`config.mk`:
```
export PLATFORM = sky130hd
export DESIGN_NAME = mvm_mac
export DESIGN_NICKNAME = d
export VERILOG_FILES = /design/src/design/mvm_pkg.sv /design/src/design/mvm_mac.sv
export SDC_FILE = /design/constraint.sdc
export NUM_CORES = 1
export LEC_CHECK = 0
export ABC_AREA = 1
export ABC_CLOCK_PERIOD_IN_PS = 4700
export BUFFER_PORTS_ARGS = -buffer_cell sky130_fd_sc_hd__buf_2
export CELL_PAD_IN_SITES_DETAIL_PLACEMENT = 0
export CELL_PAD_IN_SITES_GLOBAL_PLACEMENT = 1
export CORE_MARGIN = 4
export CORE_UTILIZATION = 32
export CTS_CLUSTER_DIAMETER = 100
export CTS_CLUSTER_SIZE = 28
export DETAILED_ROUTE_END_ITERATION = 16
export GPL_TIMING_DRIVEN = 0
export PLACE_DENSITY = 0.87
export SYNTH_ARGS = -nofsm -noshare
export SYNTH_HDL_FRONTEND = slang
export SYNTH_SLANG_ARGS = --single-unit
```
`constraint.sdc`:
```
create_clock -name clk -period 4.7 [get_ports clk]
set_clock_uncertainty 0.05 [all_clocks]
set_input_delay 0.47 -clock clk [delete_from_list [all_inputs] [get_ports clk]]
set_output_delay 0.47 -clock clk [all_outputs]
set_load 0.02 [all_outputs]
```
`src/design/mvm_pkg.sv`:
```
// Shared types and constants of the int8 matrix-vector multiply block.
`default_nettype none

package mvm_pkg;

  localparam int VALUE_W      = 8;
  localparam int VEC_INDEX_W  = 10;
  localparam int ROW_NUM_W    = 12;
  localparam int CFG_DATA_W   = 13;
  localparam int CFG_INDEX_W  = 1;
  localparam int IN_TDATA_W   = 24;
  localparam int OUT_TDATA_W  = 24;

  // Input word kinds, carried in tuser.
  localparam logic CMD_LOAD   = 1'b0;
  localparam logic CMD_MATRIX = 1'b1;

  // Configuration register indexes.
  localparam logic [CFG_INDEX_W-1:0] REG_ROW_COUNT = 1'b0;
  localparam logic [CFG_INDEX_W-1:0] REG_INNER_LEN = 1'b1;

  // One matrix element on its way from the sequencer to the accumulator.
  typedef struct packed {
    logic                      valid;
    logic signed [VALUE_W-1:0] value;
    logic                      end_row;
    logic [ROW_NUM_W-1:0]      row_number;
    logic                      last_row;
  } op_t;

  // One finished row.
  typedef struct packed {
    logic                      last_row;
    logic [ROW_NUM_W-1:0]      row_number;
    logic signed [VALUE_W-1:0] row_sum;
  } res_t;

endpackage

`default_nettype wire

```
`src/design/mvm_mac.sv`:
```
// Multiply-accumulate stage: one product per matrix element into the row sum.
`default_nettype none

module mvm_mac import mvm_pkg::*; (
  input  wire logic               clk,
  input  wire logic               rst,
  input  wire op_t                op,
  input  wire logic [VALUE_W-1:0] vec,
  output logic                    push,
  output res_t                    push_data,
  output logic                    pending
);

  logic signed [VALUE_W-1:0]   acc;
  logic signed [2*VALUE_W-1:0] prod;
  logic        [VALUE_W-1:0]   sum;

  // Only the low byte of the product matters since the sum wraps mod 256.
  assign prod = op.value * $signed(vec);
  assign sum  = acc + prod[VALUE_W-1:0];

  assign pending = op.valid && op.end_row;
  assign push    = pending;

  assign push_data.row_sum    = sum;
  assign push_data.row_number = op.row_number;
  assign push_data.last_row   = op.last_row;

  always_ff @(posedge clk) begin
    if (rst) begin
      acc <= '0;
    end else if (op.valid) begin
      acc <= op.end_row ? '0 : sum;
    end
  end

  a_acc_clears: assert property (@(posedge clk) disable iff (rst)
    op.valid && op.end_row |=> acc == '0)
    else $error("accumulator not cleared after a row");

endmodule

`default_nettype wire

```
* Yosys cells after proc, flatten, opt, wreduce, memory -nomap -nowiden *
Index checks and enable logic that the tools add are counted.

word-level totals
  logic and storage cells = 5
  output and inout bits = 23
  flip-flop bits (word level) = 8

operators by class
  multipliers = 1
  reduce and logical (&&, ||, !) cells = 1
  mux-type cells = 1
  $add $sub $neg = 1

operator list
  kind               number
  $add 8x8->8        1
  $mul 8x8->8        1
  $mux 8             1
  $logic_and 1x1->1  1

* Depth between registers and ports, before layout *
  depth in word-level cells = 3
  depth in mapped cells = 21

* Worst setup path before layout *
No wires, ideal clock.

  path type = input port to output port
  start = in vec[1]
  end = out push_data[7] (netlist bit)
  stages = 20
  arrival = 4.184 ns
  path slack = -0.004 ns
  required time = 4.180 ns
  path through = buf_4 > nand2_1 > fa_1 > inv_1 > fa_1 > inv_1 > fa_1 > inv_1 > fa_1 > ha_1 > ha_1 > a21oi_1 > nand2_1 > xor2_1 > inv_1 > nand3_1 > nand2_1 > inv_1 > nand2_2 > and2_2

RTL lines
  item             line           source
  start, declared  mvm_mac.sv:8   input wire logic [VALUE_W-1:0] vec,
  end, declared    mvm_mac.sv:10  output res_t push_data,

==> flow_summary.ini <==
[run_status]
outcome = finished, violations left
violations = negative setup slack

[sta]
finalSetupTns_ps = -49.78
worst_pin_slew_ps = 588.2
rsz0062_at_grt = yes
finalMaxSlewViolations = 0
maxSlewHeadroom = 0.6064
fmaxAchievable_mhz = 210.9
period_needed_ps = 4741
setup_ws_ps = -40.85
hold_viol = 0
fin_crit_sh = 1.009
setup_violations = 2

[finish]
syn_to_final_growth_pct = 30.24
drive_gt1_frac = 0.2947
final_cell_mix = nand2_1, inv_1, buf_2
largest_reg_flops = 8
diodes = 0
final_common_cell = nand2_1
reg.largest.list = acc (8)
nNetsFinal = 375
regMostFlops = acc
nFillCells = 534

[synthesis]
synthDominantCellAreaShare = 0.2140
syn_nets = 322
yosys.cell_types.count = 19
yosys.area.top_type = fa_1
synth-seq-area-share = 0.09510
netlist_instances = 251
yosys_warnings = 0
synth.area.top_cells = fa_1, nand2_1, ha_1, inv_1, dfxtp_1
synth_area_um2 = 1684
ys_seq_elements = 8
synth.avg_cell_area_um2 = 6.710

[clocking]
cts_buffers = 3
htree_num_levels = 1
clockBufferDepth = 2
cts_sinks = 8
clk_pin_slew_ps = 40
ctsHoldBuffers = 0
root_buffer = clkbuf_8
cts_tree = built
clkLatencyLatePin_ps = 230

[place]
pre_cts_slack_ps = -317.4
hpwl_um = 3145
portBuffers = 38
gp_congestion = 0.7943

[die]
rows = 26
coreArea_um2 = 5107
die_y_um = 80.55
io_pins = 56
dieArea_um2 = 6488
fp.dieW_um = 80.55
start_util = 0.3297

[setup_path]
critPathArrivalTime_ps = 4220
endpoint_kind = primary output
crit_type = in2out
r2r_slack_ps = 30
critPathLaunchType = input pin
cp.required_ps = 4180
path_max_fanout = 3
r2r_cells = 26

[routing]
avgRoutedWirePerCell_um = 10.05
wirelength_um = 3737
firstDrtPassIters = 4
drt_iter0_markers = 68
via_per_inst = 4.175
drtAntennaViolNets = 0
drc = 0
vias = 1553

[global_route]
grt_pass1_vias = 1578
grt_max_degree = 10
grt_pass1_wl_um = 6699
antenna_found_initial = 0
grtUsageTotal = 0.1316
overflow = 0

[worst_hold_path]
hold_path_class = reg2reg
worstHoldPathCells = 2

[pwr]
p_leak_uw = 0.001361
powerDensity_nw_per_um2 = 403.1
peakVddDrop_uv = 331.2

[job]
max_cap_viol_count = 0
==> cells by family (layout without fill, tap and decap cells) <==
| kind of cell | Yosys count | in the layout | synth area share |
|---|---|---|---|
| simple gates | 113 | 113 | 0.2793 |
| flops | 8 | 8 | 0.09509 |
| buf+inv | 80 | 131 | 0.2184 |
| compound gates | 9 | 9 | 0.02898 |
| fa+ha+maj | 38 | 38 | 0.3626 |
| xor+xnor | 3 | 3 | 0.01560 |
==> critical path, cell delays in order <==
cell and delay (ps):
buf_8 80, nand2_4 40, fa_1 530, inv_1 50, fa_1 490, inv_2 40, fa_1 510, inv_1 50
fa_1 530, ha_4 220, ha_4 280, nand3_2 80, nand2_2 90, xor2_2 190, inv_1 60, nand3_1 70
nand2_1 80, inv_1 70, nand2_2 50, and2_4 130, buf_6 120
==> power breakdown <==
group / total (uW) / internal, uW / switching [uW]
combinational: 715 / 336 / 379
clock: 82.8 / 55.5 / 27.3
sequential: 86.0 / 79.1 / 6.94
==> synthesized netlist by cell type <==
| master | number |
|---|---|
| a21oi_2 | 1 |
| buf_6 | 1 |
| dfxtp_1 | 8 |
| clkinv_1 | 1 |
| nand4_1 | 1 |
| nand2_2 | 5 |
| ha_1 | 20 |
| nand3b_1 | 2 |
| and2_2 | 1 |
| xor2_1 | 3 |
| nand3_2 | 2 |
| nand3_1 | 6 |
| nor2_1 | 1 |
| nand2_1 | 95 |
| buf_1 | 1 |
| a21oi_1 | 8 |
| inv_1 | 61 |
| fa_1 | 18 |
| buf_4 | 16 |
==> cell type report <==
| cell class | instances | area [um^2] | area share |
|---|---|---|---|
| repair buffers | 48 | 291.5 | 0.1329 |
| flip-flops and latches | 8 | 161.4 | 0.07359 |
| plain buffers | 18 | 160.2 | 0.07302 |
| clock buffers | 3 | 41.29 | 0.01882 |
| inverters | 62 | 232.7 | 0.1061 |
| multi-input cells | 163 | 1219 | 0.5556 |
| well taps | 70 | 87.58 | 0.03993 |
==> what timing repair did <==
item                                    in CTS  in global routing
setup buffers                               10                  0
resized for setup                           20                  8
pin swaps                                   12                  6
endpoints found under the setup margin       1                  2
hold endpoints to repair                     0                  0
==> worst paths after layout <==
kind                       end    from
setup / recovery  push_data[7]  op[19]
hold / removal          acc[4]  acc[4]
setup reg to reg        acc[7]  acc[6]
hold reg to reg         acc[4]  acc[4]
==> routing by layer <==
layer,vias up,routed length (um),GRT usage
met4,0,58,0.04223
li1,817,-,-
met3,5,244,0.01794
met2,43,1853,0.2384
met5,-,0,0
met1,688,1581,0.1587
==> through the flow <==
stage	hold slack, ps	area, um^2	cells	power (uW)	util
floorplan	395.3	1697	251	515.2	-
global placement	405.0	1974	359	643.6	0.3866
detailed placement	409.8	1974	359	651.7	0.3866
CTS	416.3	2166	372	866.4	0.4241
global route	439.7	2193	372	993.2	0.4294
finish	415.3	2193	372	884.1	0.4294
Note: power is estimated with default switching activity, not from simulation.
