[config.mk]
export PLATFORM = sky130hd
export DESIGN_NAME = mvm_outq
export DESIGN_NICKNAME = d
export VERILOG_FILES = /design/src/design/mvm_pkg.sv /design/src/design/mvm_outq.sv
export SDC_FILE = /design/constraint.sdc
export NUM_CORES = 1
export LEC_CHECK = 0
export BUFFER_PORTS_ARGS = -buffer_cell sky130_fd_sc_hd__buf_4
export CORE_MARGIN = 3
export CORE_UTILIZATION = 57
export CTS_CLUSTER_DIAMETER = 100
export CTS_CLUSTER_SIZE = 12
export DETAILED_ROUTE_END_ITERATION = 8
export PLACE_DENSITY = 0.91
export SYNTH_ARGS = -nofsm -noshare
export SYNTH_HDL_FRONTEND = slang
export SYNTH_SLANG_ARGS = --single-unit
[constraint.sdc]
create_clock -name clk -period 8.32 [get_ports clk]
set_clock_uncertainty 0.05 [all_clocks]
set_input_delay 0.832 -clock clk [delete_from_list [all_inputs] [get_ports clk]]
set_output_delay 0.832 -clock clk [all_outputs]
set_load 0.1 [all_outputs]
[src/design/mvm_pkg.sv]
// Shared types and constants of the int8 matrix-vector multiply block.
`default_nettype none

package mvm_pkg;

  localparam int VALUE_W      = 8;
  localparam int VEC_INDEX_W  = 10;
  localparam int ROW_NUM_W    = 12;
  localparam int CFG_DATA_W   = 13;
  localparam int CFG_INDEX_W  = 1;
  localparam int IN_TDATA_W   = 24;
  localparam int OUT_TDATA_W  = 24;

  // Input word kinds, carried in tuser.
  localparam logic CMD_LOAD   = 1'b0;
  localparam logic CMD_MATRIX = 1'b1;

  // Configuration register indexes.
  localparam logic [CFG_INDEX_W-1:0] REG_ROW_COUNT = 1'b0;
  localparam logic [CFG_INDEX_W-1:0] REG_INNER_LEN = 1'b1;

  // One matrix element on its way from the sequencer to the accumulator.
  typedef struct packed {
    logic                      valid;
    logic signed [VALUE_W-1:0] value;
    logic                      end_row;
    logic [ROW_NUM_W-1:0]      row_number;
    logic                      last_row;
  } op_t;

  // One finished row.
  typedef struct packed {
    logic                      last_row;
    logic [ROW_NUM_W-1:0]      row_number;
    logic signed [VALUE_W-1:0] row_sum;
  } res_t;

endpackage

`default_nettype wire

[src/design/mvm_outq.sv]
// Two-entry output queue holding finished rows until the sink takes them.
`default_nettype none

module mvm_outq import mvm_pkg::*; (
  input  wire logic       clk,
  input  wire logic       rst,
  input  wire logic       push,
  input  wire res_t       push_data,
  input  wire logic       pop,
  output logic            valid,
  output res_t            head,
  output logic [1:0]      count
);

  res_t slot1;

  assign valid = (count != 2'd0);

  always_ff @(posedge clk) begin
    if (rst) begin
      count <= 2'd0;
    end else begin
      count <= count + {1'b0, push} - {1'b0, pop};
    end
  end

  always_ff @(posedge clk) begin
    if (pop) begin
      if (push && (count == 2'd1)) begin
        head <= push_data;
      end else begin
        head <= slot1;
      end
      if (push && (count == 2'd2)) begin
        slot1 <= push_data;
      end
    end else if (push) begin
      if (count == 2'd0) begin
        head <= push_data;
      end else begin
        slot1 <= push_data;
      end
    end
  end

  a_no_overflow: assert property (@(posedge clk) disable iff (rst)
    !(push && !pop && (count == 2'd2)))
    else $error("output queue overflow");

endmodule

`default_nettype wire
; After elaboration in Yosys (flattened, before gate mapping)
; Index checks and enable logic that the tools add are counted.
[word_totals]
ff_bits = 44
input_bits = 25
output_inout_bits = 24
wordCells = 29
[classes]
addsub = 2
n_eq_ne = 4
muxes = 8
n_reduce_logical = 8
[op_table]
columns = op, count
row1 = 21-bit two-way mux, 8
row2 = 2-bit nonzero test, 3
row3 = 3-bit AND reduction, 1
row4 = 2-bit by 1-bit adder with 2-bit output, 1
row5 = 2-bit by 1-bit equality test with 1-bit output (second input constant), 1
row6 = 2-bit equality test (second input constant), 1
row7 = 1-bit logical AND, 2
row8 = 2-bit zero test, 1
row9 = 2-bit by 1-bit != test with 1-bit output (second input constant), 1
row10 = 2-bit != test (second input constant), 1
row11 = 2-bit AND reduction, 1
row12 = 2-bit by 1-bit subtractor with 2-bit output, 1

; Longest topological paths before layout
[logic_depth]
depth_word = 4
depth_mapped = 8
mapped_depth_nobuf = 6

; Worst setup path after synthesis
; OpenSTA, ideal clock, no wires.
[synth_timing]
path_kind = register -> register
from = reg count[1]
to = reg slot1[0] (netlist bit) (enable)
setup_ns = 0.431
t_arrival_ns = 2.882
t_required_ns = 7.839
path_slack_ns = 4.957
stages_incl_launch_ff = 3
n_path_buf = 0
period_less_slack_ns = 3.363
path_cell_list = dfxtp_1 -> or2b_1 -> a21boi_0
[synth_via]
elab_chain_cells = 4
word_cells_on_any_way = 6
classes_between = eq/ne (3) / reduce/logical (3)
[synth_rtl]
columns = item, line_no
row1 = start: declaration, mvm_outq.sv:12  ; output logic [1:0] count
row2 = start signal: assignment, mvm_outq.sv:23  ; count <= count + {1'b0, push} - {1'b0, pop};
row3 = 2-bit equality test, mvm_outq.sv:34  ; if (push && (count == 2'd2)) begin
row4 = 1-bit logical AND, mvm_outq.sv:34
row5 = 2-bit by 1-bit != test with 1-bit output (no line), -
row6 = 3-bit AND reduction (no line) *, -
row7 = end signal: assignment, mvm_outq.sv:35  ; slot1 <= push_data;
row8 = end signal: assignment, mvm_outq.sv:41  ; slot1 <= push_data;
row9 = end: declaration, mvm_outq.sv:15  ; res_t slot1;
; Every way passes the cells marked *; elsewhere a longest branch is shown, timed or not.
; A chain may end at the register's enable or synchronous reset.

; Final worst setup path
[layout_timing]
from = reg count[0]
to = out valid
[layout_via]
elab_chain_cells = 1
[layout_rtl]
columns = item, line_no
row1 = 2-bit nonzero test, mvm_outq.sv:17  ; assign valid = (count != 2'd0);
row2 = end: declaration, mvm_outq.sv:10  ; output logic valid,
; No other way between the ends.

==> impl_metrics.tcl <==
set metrics [dict create \
    slew_headroom 0.263 \
    max_cap_viol_count 0 \
    holdWs_ns 0.561 \
    cts_resized 0 \
    power_frac_comb 0.360 \
    htree_levels 2 \
    drt_iter0_drc 105 \
    switching_share 0.400 \
    initial_core_util 0.618 \
    clockBufferDepth 2 \
    synth-seq-area-share 0.607 \
    max-vdd-ir-drop_mv 0.198 \
    yosys.cell_types.count 19 \
    yosysWarnings 0 \
    dieArea_sq_mm 0.00453 \
    cpMaxStageDelayCell "dfxtp_1" \
    powerDensity_mw_per_mm2 278 \
    fin_tns_setup_ns 0 \
    grt-ovfl-total 0 \
    maxSlewViolCount 0 \
    syn_nets 183 \
    cts_tree "yes" \
    critPathLaunch "count[0]" \
    cp-end-kind "primary output" \
    ant_nets 0 \
    final_common_cell "buf_4" \
    port_buffers 48 \
    grt_usage 0.200 \
    wl_mm 4.18 \
    outcome "finished clean" \
    hold_viol 0 \
    setup_viol 0 \
    multiInputGateArea_sq_um 758 \
    r2r_end "slot1[14]" \
    post-route-util 0.750 \
    dp_hpwl_mm 2.69 \
    p_seq_frac 0.417 \
    seqCellArea_sq_mm 0.00130 \
    antenna_found_initial 0 \
    grt_pass1_vias 1320 \
    clk_pin_slew_worst_paths_ns 0.08 \
    p_leak_nw 1.01 \
    critPathMaxStageDelay_ns 0.96 \
    fin_nets 224 \
    cts_buffers 5 \
    arrival_ns 1.77 \
    cts_setup_buffers 0 \
    routedWlPerCell_um 17.1 \
    clock_latency_ns 0.30 \
    syn_area_sq_mm 0.00214 \
    syn_avg_cell_area_sq_um 13.7 \
    core_sq_mm 0.00347 \
    rsz0062_at_grt "false" \
    holdCritPathClass "register to register" \
    rows 21 \
    min_period_ns 2.65 \
    holdBufCountCts 0 \
    root_buffer "clkbuf_8" \
    drive_above_1_share 0.394 \
    synth_cells 156 \
    io_pins 49 \
    final_cell_mix "buf_4 (48), edfxtp_1 (42), nand2b_1 (22)" \
    cts.sinks 44 \
    gp_congestion 0.754 \
    ys_ff_latch 44 \
    areaGrowthSynthToFinish_pct 21.2 \
    via_per_inst 5.77 \
    reg2reg_from "count[0]" \
    fmax_mhz 377 \
    finalCritPeriodShare 0.319 \
    power.switching_mw 0.289 \
    p_int_mw 0.434 \
    cp_data_required_time_ns 7.44 \
    vias 1409 \
    crit_end "valid" \
    grt_max_degree 46 \
    first_pass_iters 4 \
    max_slew.worst_pin.slew_ns 1.10 \
    diodes 0 \
    grt_first_pass_wirelength_mm 6.44 \
    hp-start "slot1[14]" \
    crit_path_start_kind "register" \
    fillerInstances 229 \
    rrSetupSlack_ns 5.88 \
    p_clk_frac 0.223 \
    drcViolationCount 0 \
    dieHeight_um 67.3 \
    path_class "register to primary output" \
    die_width_um 67.3 \
    ff2ff_path_depth 2 \
    crit_path_max_fanout 27 \
    worstPathCellList "nor2_1, inv_1, buf_4" \
]
## kinds of logic after synthesis
family / synth area share
xor gates and xnor gates: 0.0105
and+or+nand+nor: 0.202
adders and majority gates: 0.0117
buffers and inverters: 0.0414
DFF: 0.607
AOI/OAI and AO/OA: 0.127
## layer usage
metal  wire length, um  GRT usage  part of all wire
met5                 0          0                 0
met1              1580      0.236              0.38
met2              2270      0.336              0.54
met3               261     0.0516             0.062
met4                68      0.101             0.016
## metrics by stage
step	total power, mW	area [sq um]	std cells	setup WS [ns]
finish	0.723	2600	244	5.67
global route	0.750	2600	244	5.57
CTS	0.725	2600	244	5.70
detailed placement	0.567	2490	236	5.69
global placement	0.561	2490	236	5.72
floorplan	0.514	2140	156	4.96
## synthesized netlist by cell type
library cell / count / area (sq um)
nor2b_1: 1 / 6.26
xnor3_1: 1 / 22.5
nand2_1: 21 / 78.8
edfxtp_1: 42 / 1260
nand2b_1: 22 / 138
buf_2: 8 / 40.0
buf_6: 2 / 22.5
o211ai_1: 1 / 7.51
dfxtp_1: 2 / 40.0
nand4b_1: 21 / 184
ha_1: 2 / 25.0
a21boi_0: 1 / 7.51
and3b_4: 1 / 12.5
or2b_1: 1 / 7.51
a21o_1: 1 / 7.51
clkbuf_1: 4 / 15.0
nor2_1: 2 / 7.51
inv_1: 3 / 11.3
o211ai_2: 20 / 250
## worst min-delay path by stage
stage	slack [ns]	endpoint	cells past startpoint
CTS	0.56	head[14]	2
global placement	0.53	head[12]	2
detailed placement	0.54	head[5]	2
finish	0.56	head[14]	2
floorplan	0.52	head[19]	2
global route	0.58	head[19]	2
## layout make-up
type                            instances  area share
Clock inverter                          3      0.0164
Clock buffer                            5      0.0265
Multi-Input combinational cell         95       0.292
Tap cell                               46      0.0221
Inverter                                3     0.00433
Timing Repair Buffer                   48       0.139
Sequential cell                        44       0.500
## worst max-delay path, delay by kind of cell (launching register included)
family        cells  cell delay [ns]
buf+inv           2             0.37
flops             1             0.96
simple gates      1             0.14
## state kept, by name, indices dropped and copies added, names as in the netlist
register	count
slot1	21
head	21
count	2
## power by group through the flow
stage	sequential, mW	combinational [mW]	clock, mW
after floorplan	0.431	0.0832	0
after CTS	0.301	0.262	0.162
after detailed placement	0.306	0.261	0
after global placement	0.303	0.258	0
final	0.302	0.260	0.161
after global routing	0.305	0.270	0.175
Note: power is estimated with default switching activity, not from simulation.
