$ cat src/design/mvm_pkg.sv
// Shared types and constants of the int8 matrix-vector multiply block.
`default_nettype none

package mvm_pkg;

  localparam int VALUE_W      = 8;
  localparam int VEC_INDEX_W  = 10;
  localparam int ROW_NUM_W    = 12;
  localparam int CFG_DATA_W   = 13;
  localparam int CFG_INDEX_W  = 1;
  localparam int IN_TDATA_W   = 24;
  localparam int OUT_TDATA_W  = 24;

  // Input word kinds, carried in tuser.
  localparam logic CMD_LOAD   = 1'b0;
  localparam logic CMD_MATRIX = 1'b1;

  // Configuration register indexes.
  localparam logic [CFG_INDEX_W-1:0] REG_ROW_COUNT = 1'b0;
  localparam logic [CFG_INDEX_W-1:0] REG_INNER_LEN = 1'b1;

  // One matrix element on its way from the sequencer to the accumulator.
  typedef struct packed {
    logic                      valid;
    logic signed [VALUE_W-1:0] value;
    logic                      end_row;
    logic [ROW_NUM_W-1:0]      row_number;
    logic                      last_row;
  } op_t;

  // One finished row.
  typedef struct packed {
    logic                      last_row;
    logic [ROW_NUM_W-1:0]      row_number;
    logic signed [VALUE_W-1:0] row_sum;
  } res_t;

endpackage

`default_nettype wire

$ cat src/design/mvm_seq.sv
// Sequencer: configuration registers, column and row counters, vector store access.
`default_nettype none

module mvm_seq import mvm_pkg::*; #(
  parameter int MAX_INNER = 1024,
  parameter int MAX_ROWS  = 4096,
  localparam int AW = $clog2(MAX_INNER),
  localparam int RW = (MAX_ROWS > 1) ? $clog2(MAX_ROWS) : 1
) (
  input  wire logic                         clk,
  input  wire logic                         rst,
  input  wire logic                         cfg_we,
  input  wire logic [CFG_INDEX_W-1:0]       cfg_index,
  input  wire logic [CFG_DATA_W-1:0]        cfg_data,
  input  wire logic                         accept,
  input  wire logic                         command,
  input  wire logic [VEC_INDEX_W-1:0]       vec_index,
  input  wire logic signed [VALUE_W-1:0]    value,
  output logic                              ram_we,
  output logic      [AW-1:0]                ram_waddr,
  output logic      [VALUE_W-1:0]           ram_wdata,
  output logic                              ram_re,
  output logic      [AW-1:0]                ram_raddr,
  output op_t                               op
);

  logic [AW-1:0] col;
  logic [RW-1:0] row;
  logic [AW-1:0] last_col;
  logic [RW-1:0] last_row_idx;
  logic          take_matrix;
  logic          end_row;
  logic          last;

  // Index of the last element for a length register; zero counts as one and
  // values above the hardware limit saturate.
  function automatic logic [31:0] last_index(input logic [31:0] v, input logic [31:0] hi);
    logic [31:0] r;
    if (v == 32'd0) begin
      r = 32'd0;
    end else if (v > hi) begin
      r = hi - 32'd1;
    end else begin
      r = v - 32'd1;
    end
    return r;
  endfunction

  assign take_matrix = accept && (command == CMD_MATRIX);
  assign end_row     = (col >= last_col);
  assign last        = (row >= last_row_idx);

  assign ram_we    = accept && (command == CMD_LOAD) && (32'(vec_index) < 32'(MAX_INNER));
  assign ram_waddr = AW'(vec_index);
  assign ram_wdata = value;
  assign ram_re    = take_matrix;
  assign ram_raddr = col;

  always_ff @(posedge clk) begin
    if (rst) begin
      col          <= '0;
      row          <= '0;
      last_col     <= '0;
      last_row_idx <= '0;
      op           <= '0;
    end else begin
      if (cfg_we) begin
        case (cfg_index)
          REG_ROW_COUNT: last_row_idx <= RW'(last_index(32'(cfg_data), 32'(MAX_ROWS)));
          REG_INNER_LEN: last_col <= AW'(last_index(32'(cfg_data[10:0]), 32'(MAX_INNER)));
          default: ;
        endcase
      end
      op.valid      <= take_matrix;
      op.value      <= value;
      op.end_row    <= end_row;
      op.row_number <= ROW_NUM_W'(row);
      op.last_row   <= last;
      if (take_matrix) begin
        if (end_row) begin
          col <= '0;
          row <= last ? '0 : row + RW'(1);
        end else begin
          col <= col + AW'(1);
        end
      end
    end
  end

  a_col_wraps: assert property (@(posedge clk) disable iff (rst)
    take_matrix && end_row |=> col == '0)
    else $error("column counter did not restart at the end of a row");

endmodule

`default_nettype wire

$ cat config.mk
export PLATFORM = sky130hd
export DESIGN_NAME = mvm_seq
export DESIGN_NICKNAME = d
export VERILOG_FILES = /design/src/design/mvm_pkg.sv /design/src/design/mvm_seq.sv
export SDC_FILE = /design/constraint.sdc
export NUM_CORES = 1
export LEC_CHECK = 0
export BUFFER_PORTS_ARGS = -buffer_cell sky130_fd_sc_hd__buf_2
export CAP_MARGIN = 0
export CORE_MARGIN = 10
export CORE_UTILIZATION = 53
export DETAILED_ROUTE_END_ITERATION = 6
export PLACE_DENSITY = 0.8
export SETUP_SLACK_MARGIN = 0.02
export SLEW_MARGIN = 20
export SYNTH_ARGS = -nofsm -noshare
export SYNTH_HDL_FRONTEND = slang
export SYNTH_SLANG_ARGS = --single-unit
$ cat constraint.sdc
create_clock -name clk -period 2.6 [get_ports clk]
set_input_delay 0.13 -clock clk [delete_from_list [all_inputs] [get_ports clk]]
set_output_delay 0.13 -clock clk [all_outputs]
set_load 0.01 [all_outputs]
* Word level (Yosys, flattened, before mapping)
Index checks and enable logic that the tools add are counted.
** Storage, ports and cells
- Register bits after elaboration :: 67
- Output and inout bits :: 53
- Input port bits :: 37
- Word-level logic and storage cells :: 32
** Operators by class
- $lt $le $gt $ge :: 4
- Add/sub/neg operators :: 4
- Multiplexer cells :: 6
- Bitwise operators :: 2
- Reduce and logical (&&, ||, !) cells :: 7
** Operator list (count)
- 12-bit 2-to-1 mux :: 3
- 10-bit 2-to-1 mux :: 3
- 13-bit > comparator (second input constant) :: 1
- 13-bit logical NOT :: 1
- 12-bit by 1-bit adder with 12-bit output (second input constant) :: 1
- 12-bit greater-or-equal comparator :: 1
- 12-bit by 1-bit subtractor with 12-bit output (second input constant) :: 1
- 11-bit > comparator (second input constant) :: 1
- 11-bit logical NOT :: 1
- 10-bit by 1-bit adder with 10-bit output (second input constant) :: 1
- 10-bit greater-or-equal comparator :: 1
- 10-bit by 1-bit subtractor with 10-bit output (second input constant) :: 1
- 2-bit AND reduction :: 3
- 1-bit logical AND :: 2
- 1-bit NOT :: 2

* Depth between registers and ports, before layout
Gate-level depths: netlist of run 1.
- Depth in word-level cells :: 3
- Mapped depth :: 9
- Mapped depth without buffers :: 8

* Worst setup path after synthesis of run 1
OpenSTA, ideal clock, no wires.
- Kind :: reg2reg
- Start point :: register col[4] (netlist: ram_raddr[4])
- End point :: register row[6]
- Library setup time :: 0.074 ns
- Required time :: 2.526 ns
- Buffers on the path :: 1
- Clock period less this slack :: 2.027 ns
- Arrival :: 1.953 ns
- Stages on the path, launching flop included :: 9
- Setup slack :: 0.573 ns
- Cell sequence :: dfxtp_1 > ha_1 > a21o_1 > a221o_1 > a221oi_2 > or2b_2 > buf_6 > nand2_1 > a31oi_1
** On the way
- Word-level cells in the longest chain between the ends :: 2
** RTL lines
- start: declaration :: line mvm_seq.sv:27 : logic [AW-1:0] col;
- start signal: assignment :: line mvm_seq.sv:84 : col <= col + AW'(1);
- 10-bit greater-or-equal comparator :: line mvm_seq.sv:50 : assign end_row = (col >= last_col);
- 2-bit AND reduction (no line)
- end signal: assignment :: line mvm_seq.sv:82 : row <= last ? '0 : row + RW'(1);
- end: declaration :: line mvm_seq.sv:28 : logic [RW-1:0] row;
No other way between the ends.
A chain may end at the register's enable or synchronous reset.

* Worst setup path after layout of run 1
- Start point :: register col[4] (netlist: ram_raddr[4])
- End point :: register col[1] (netlist: ram_raddr[1])
** On the way
- Word-level cells in the longest chain between the ends :: 2
** RTL lines
- 10-bit greater-or-equal comparator :: line mvm_seq.sv:50
- 10-bit 2-to-1 mux :: line mvm_seq.sv:80 : if (end_row) begin
No other way between the ends.

==> results.yml, run 1 <==
cts:
  cts_setup_buffers: 0
  cts_made_buffers: 9
  clock_sinks: 67
  cts_max_level: 3
  path_clk_slew_ps: 70
  clockBufferDepth: 2
  cts_tree: "yes"
  clock-root-buffer: "clkbuf_8"
  hold_buffers: 3
  clk_latency_ps: 340
  cts_resized: 0
routing:
  post-route-drc-count: 0
  drt_wl_total_mm: 7.53
  via_count: 2948
  drtIter0Drc: 109
  ant_nets: 0
  dr.pass1.iters: 4
  post_drt_wl_per_cell_um: 13.6
  viasPerCell: 5.33
cells_and_area:
  antenna_cells: 0
  layout-drive-gt1-share_pct: 21.4
  nNetsFinal: 534
  area_delta_synth_final_pct: 13.6
  layout_commonest_cell: "buf_2"
  final_cell_mix: "buf_2 (69), dfxtp_1 (67), nor2_1 (48)"
  nFillCells: 560
power_and_ir_drop:
  clkPwrFrac_pct: 35.5
  p_switching_uw: 566
  seqPwrFrac_pct: 51.2
  power-per-cell-area_mw_per_mm2: 532
  peakVddDrop_uv: 382
  p_comb_share_pct: 13.3
  leakagePower_uw: 0.00180
  swShare_pct: 26.7
  power.internal_uw: 1550
timing:
  finalSetupViolCount: 0
  fin_crit_sh_pct: 86.4
  hold_slack_ps: 14.1
  tns_ps: 0
  hold_viol: 0
  drv_slew: 0
  period_minus_slack_ps: 2250
  rsz0062_at_grt: "false"
  worst_pin_slew_ps: 684
  slew_headroom_pct: 54.4
  clock.fmax_ghz: 0.445
  skew_ps: 10.8
synth:
  ys_types: 52
  synth_warnings: 0
  ys.flop_type: "dfxtp_1"
  syn_area_per_cell_um2: 8.47
  syn_area_mm2: 0.00350
  ys_seq_area_share_pct: 38.3
  async_flop_share_pct: 0
  synth_nets: 477
  synth_seq_cells: 67
  netlist_instances: 414
  synth_edf_count: 0
global_route:
  grt_max_degree: 39
  grt-ovfl-total: 0
  grtUsageTotal_pct: 14.8
  grt_pass1_wl_mm: 12.6
  grt_pass1_vias: 2831
  antenna_found_initial: 0
worst_setup_path:
  rr_worst_depth: 7
  crit_chain: "ha_1, a21o_1, a221o_1, a221oi_2, or2b_2, nand2b_1, a21oi_2"
  path_buf_inv: 0
  slowest_delay_ps: 360
  cp_slowest_cell: "a221oi_2"
  critPathCaptureType: "flop"
  cp.arrival_ps: 2520
  worstPathMaxFanout: 10
  cp.required_ps: 2870
  path_depth: 7
  cp_top_family: "compound AO/OA/AOI/OAI gates"
  startpoint_type: "flop"
  criticalPathCategory: "flop to flop"
floorplan:
  dieArea_mm2: 0.0103
  boundaryPins: 90
  fp-row-count: 29
  initial_core_util_pct: 54.9
  die_y_um: 101
  dieWidth_um: 101
  fp.coreArea_mm2: 0.00639
hold_path:
  min_path_type: "input port to flop"
  whs_path_depth: 2
placement:
  hpwl_mm: 5.76
  io_buffers: 69
  finalWeightedCongestion: 0.882
run_status:
  status: "complete, no violations"
run:
  maxCapViolations: 0
-- cell type report --
class / count / area, µm² / share of cell area [%]
Clock buffer: 12 / 145 / 3.65
Multi-Input combinational cell: 288 / 1860 / 46.7
Timing Repair Buffer: 76 / 405 / 10.2
Tap cell: 77 / 96.3 / 2.42
Inverter: 29 / 109 / 2.73
Sequential cell: 67 / 1340 / 33.7
Clock inverter: 4 / 26.3 / 0.660
-- path summary, 6_finish.rpt --
kind | endpoint | slack, ps | from
setup / recovery | ram_raddr[1] | 350 | ram_raddr[4]
hold / removal | op[19] | 10 | value[5]
setup reg to reg | ram_raddr[1] | 350 | ram_raddr[4]
hold reg to reg | last_col[2] | 450 | last_col[2]
-- metal layers --
| metal | vias up | wire length, µm | GRT usage, % |
|---|---|---|---|
| li1 | 1521 | - | - |
| met1 | 1334 | 3390 | 17.1 |
| met2 | 78 | 3390 | 23.7 |
| met3 | 15 | 577 | 5.72 |
| met4 | 0 | 176 | 6.32 |
| met5 | - | 0 | 0 |
-- sequential cells by signal, indices dropped and copies added, names as in the netlist --
register / count
ram_raddr: 10
last_col: 10
last_row_idx: 12
row: 12
op: 23
-- cell families after synthesis --
| family | Yosys count | synth area share (%) |
|---|---|---|
| AND/OR/NAND/NOR | 168 | 24.4 |
| AO/OA/AOI/OAI | 75 | 14.5 |
| flip-flops | 67 | 38.3 |
| adder cells (fa/ha/maj) | 27 | 9.57 |
| multiplexers | 2 | 0.607 |
| buffers and inverters | 59 | 8.71 |
| XOR/XNOR | 16 | 4.00 |
-- per-stage QoR --
step	area (µm²)	total power (µW)	std cells	util (%)	setup slack, ps
floorplan	3500	1310	414	-	573
global placement	3780	1370	534	59.2	448
detailed placement	3780	1380	534	59.2	400
CTS	3980	2140	553	62.3	369
global route	3980	2220	553	62.3	186
finish	3980	2120	553	62.3	354
-- power groups by stage --
stage                     Sequential [µW]  Combinational (µW)  Clock [µW]
final                                1080                 282         752
after global routing                 1090                 316         816
after global placement               1110                 269           0
after floorplan                      1110                 202           0
after CTS                            1080                 283         775
after detailed placement             1110                 278           0
-- cell usage after synthesis, types with 8 or more instances --
cell type | instances | area share (%)
clkbuf_1 | 9 | 0.96
dfxtp_1 | 67 | 38
a21o_1 | 10 | 2.1
o21ai_0 | 10 | 1.4
xnor2_1 | 8 | 2.0
nor2_1 | 48 | 5.1
xor2_1 | 8 | 2.0
a21oi_1 | 17 | 2.4
nor2b_1 | 23 | 4.1
inv_1 | 28 | 3.0
a31oi_1 | 8 | 1.4
ha_1 | 26 | 9.3
nand3_1 | 23 | 3.3
nand2_1 | 38 | 4.1
buf_4 | 18 | 3.9
o22ai_1 | 8 | 1.4
Power figures use the tool's default switching activity.
==> inputs of run 2 (changes only) <==
Settings changed: CTS_BUF_LIST set to sky130_fd_sc_hd__clkbuf_16, SKIP_CTS_REPAIR_TIMING set to 1.
==> run 2 against run 1 <==
  * Utilization grew 0.96 points
  * Critical endpoint is now row[2]
  * Via count shrank 0.34%
  * Critical path depth unchanged
  * First-iteration DRC count grew 9.2%
  * Routed wire length increased by 0.74%
==> results.yml, run 2 (synthesized netlist as in run 1, its figures left out) <==
run_status:
  status: "complete, no violations"
timing:
  slew_headroom_pct: 54.2
  period_minus_slack_ps: 2230
  setup_slack_ps: 366
  finalSetupViolCount: 0
  rsz0062_at_grt: "false"
  tns_ps: 0
  drv_slew: 0
  fin_crit_sh_pct: 85.9
  worst_pin_slew_ps: 687
  skew_ps: 6.78
  clock.fmax_ghz: 0.448
  hold_slack_ps: 22.7
  hold_viol: 0
floorplan:
  die_y_um: 101
  dieWidth_um: 101
  dieArea_mm2: 0.0103
  initial_core_util_pct: 54.9
  boundaryPins: 90
  fp-row-count: 29
  fp.coreArea_mm2: 0.00639
power_and_ir_drop:
  peakVddDrop_uv: 618
  leakagePower_uw: 0.00184
  power_uw: 2420
  power-per-cell-area_mw_per_mm2: 599
global_route:
  antenna_found_initial: 0
  grtUsageTotal_pct: 14.9
  grt_pass1_vias: 2797
  grt-ovfl-total: 0
  grt_pass1_wl_mm: 12.6
  grt_max_degree: 39
placement:
  io_buffers: 69
  hpwl_mm: 5.76
  dp_worst_setup_slack_ps: 400
  finalWeightedCongestion: 0.882
cells_and_area:
  top_register: "op"
  area_delta_synth_final_pct: 15.4
  nNetsFinal: 531
  fin_util_pct: 63.3
  largest_reg_flops: 23
  top_regs: "op (23), last_row_idx (12), row (12)"
  final_cell_mix: "buf_2 (69), dfxtp_1 (67), nor2_1 (48)"
  layout_commonest_cell: "buf_2"
  antenna_cells: 0
  layout-drive-gt1-share_pct: 21.4
cts:
  path_clk_slew_ps: 50
  clk_latency_ps: 330
  clock-root-buffer: "clkbuf_16"
  clockBufferDepth: 2
  cts_tree: "yes"
  clock_sinks: 67
  cts_max_level: 3
  cts_made_buffers: 9
routing:
  drt_wl_total_mm: 7.59
  ant_nets: 0
  wl_met1_mm: 3.34
  post_drt_wl_per_cell_um: 13.8
  post-route-drc-count: 0
  wl_met2_mm: 3.47
  met3_length_um: 586
  via_count: 2938
  dr.pass1.iters: 4
  viasPerCell: 5.34
  drtIter0Drc: 119
  dr.max_layer_used: "met4"
hold_path:
  whs_path_depth: 2
  min_path_type: "input port to flop"
worst_setup_path:
  startpoint_type: "flop"
  r2r-end: "row[2]"
  crit_start: "row[2]"
  worstPathMaxFanout: 14
  critPathCaptureType: "flop"
  rr_worst_depth: 7
  criticalPathCategory: "flop to flop"
  r2r_slack_ps: 370
  cp.required_ps: 2840
  cp.arrival_ps: 2470
  cp-endpoint: "row[2]"
  r2r-start: "row[2]"
run:
  maxCapViolations: 0
## run 2: cell count changes in the layout (fill, tap and decap cells not counted), sizes merged
cell         before  now
clkbuf           12    9
clkinv            3    4
dlygate4sd3       3    0
inv              29   31
## run 2: power by group
| group | internal, µW | switching, µW | total [µW] |
|---|---|---|---|
| Clock | 631 | 424 | 1050 |
| Sequential | 1070 | 19.5 | 1090 |
| Combinational | 113 | 166 | 279 |
| Total | 1810 | 609 | 2420 |
## run 2: per-layer routing
metal	vias up	track usage, %
li1	1507	-
met1	1345	17.1
met2	68	23.9
met3	18	5.99
met4	0	6.43
met5	-	0
## run 2: worst min-delay path by stage
stage	start	to	slack [ps]
finish	value[2]	op[16]	20
global route	value[1]	op[15]	30
CTS	value[1]	op[15]	20
detailed placement	vec_index[6]	ram_waddr[6]	260
global placement	vec_index[6]	ram_waddr[6]	260
floorplan	rst	op[9]	220
## run 2: critical path, cell delays in order, from the launching register on
cell	delay (ps)
dfxtp_1	420
ha_1	280
a211o_1	300
a31oi_1	150
o221ai_1	180
a21oi_4	360
nand2_1	210
o41ai_2	250
## run 2: through the flow
step                      instance area, µm²  cells
after floorplan                         3500    414
final                                   4040    550
after detailed placement                3780    534
after global placement                  3780    534
after CTS                               4040    550
after global routing                    4040    550
## run 2: layout make-up
type | count | area, µm²
inverter | 29 | 109
timing repair buffer | 73 | 375
clock inverter | 7 | 37.5
tap | 77 | 96.3
sequential | 67 | 1340
multi-input combinational | 288 | 1860
clock buffer | 9 | 225
fill | 544 | 2340
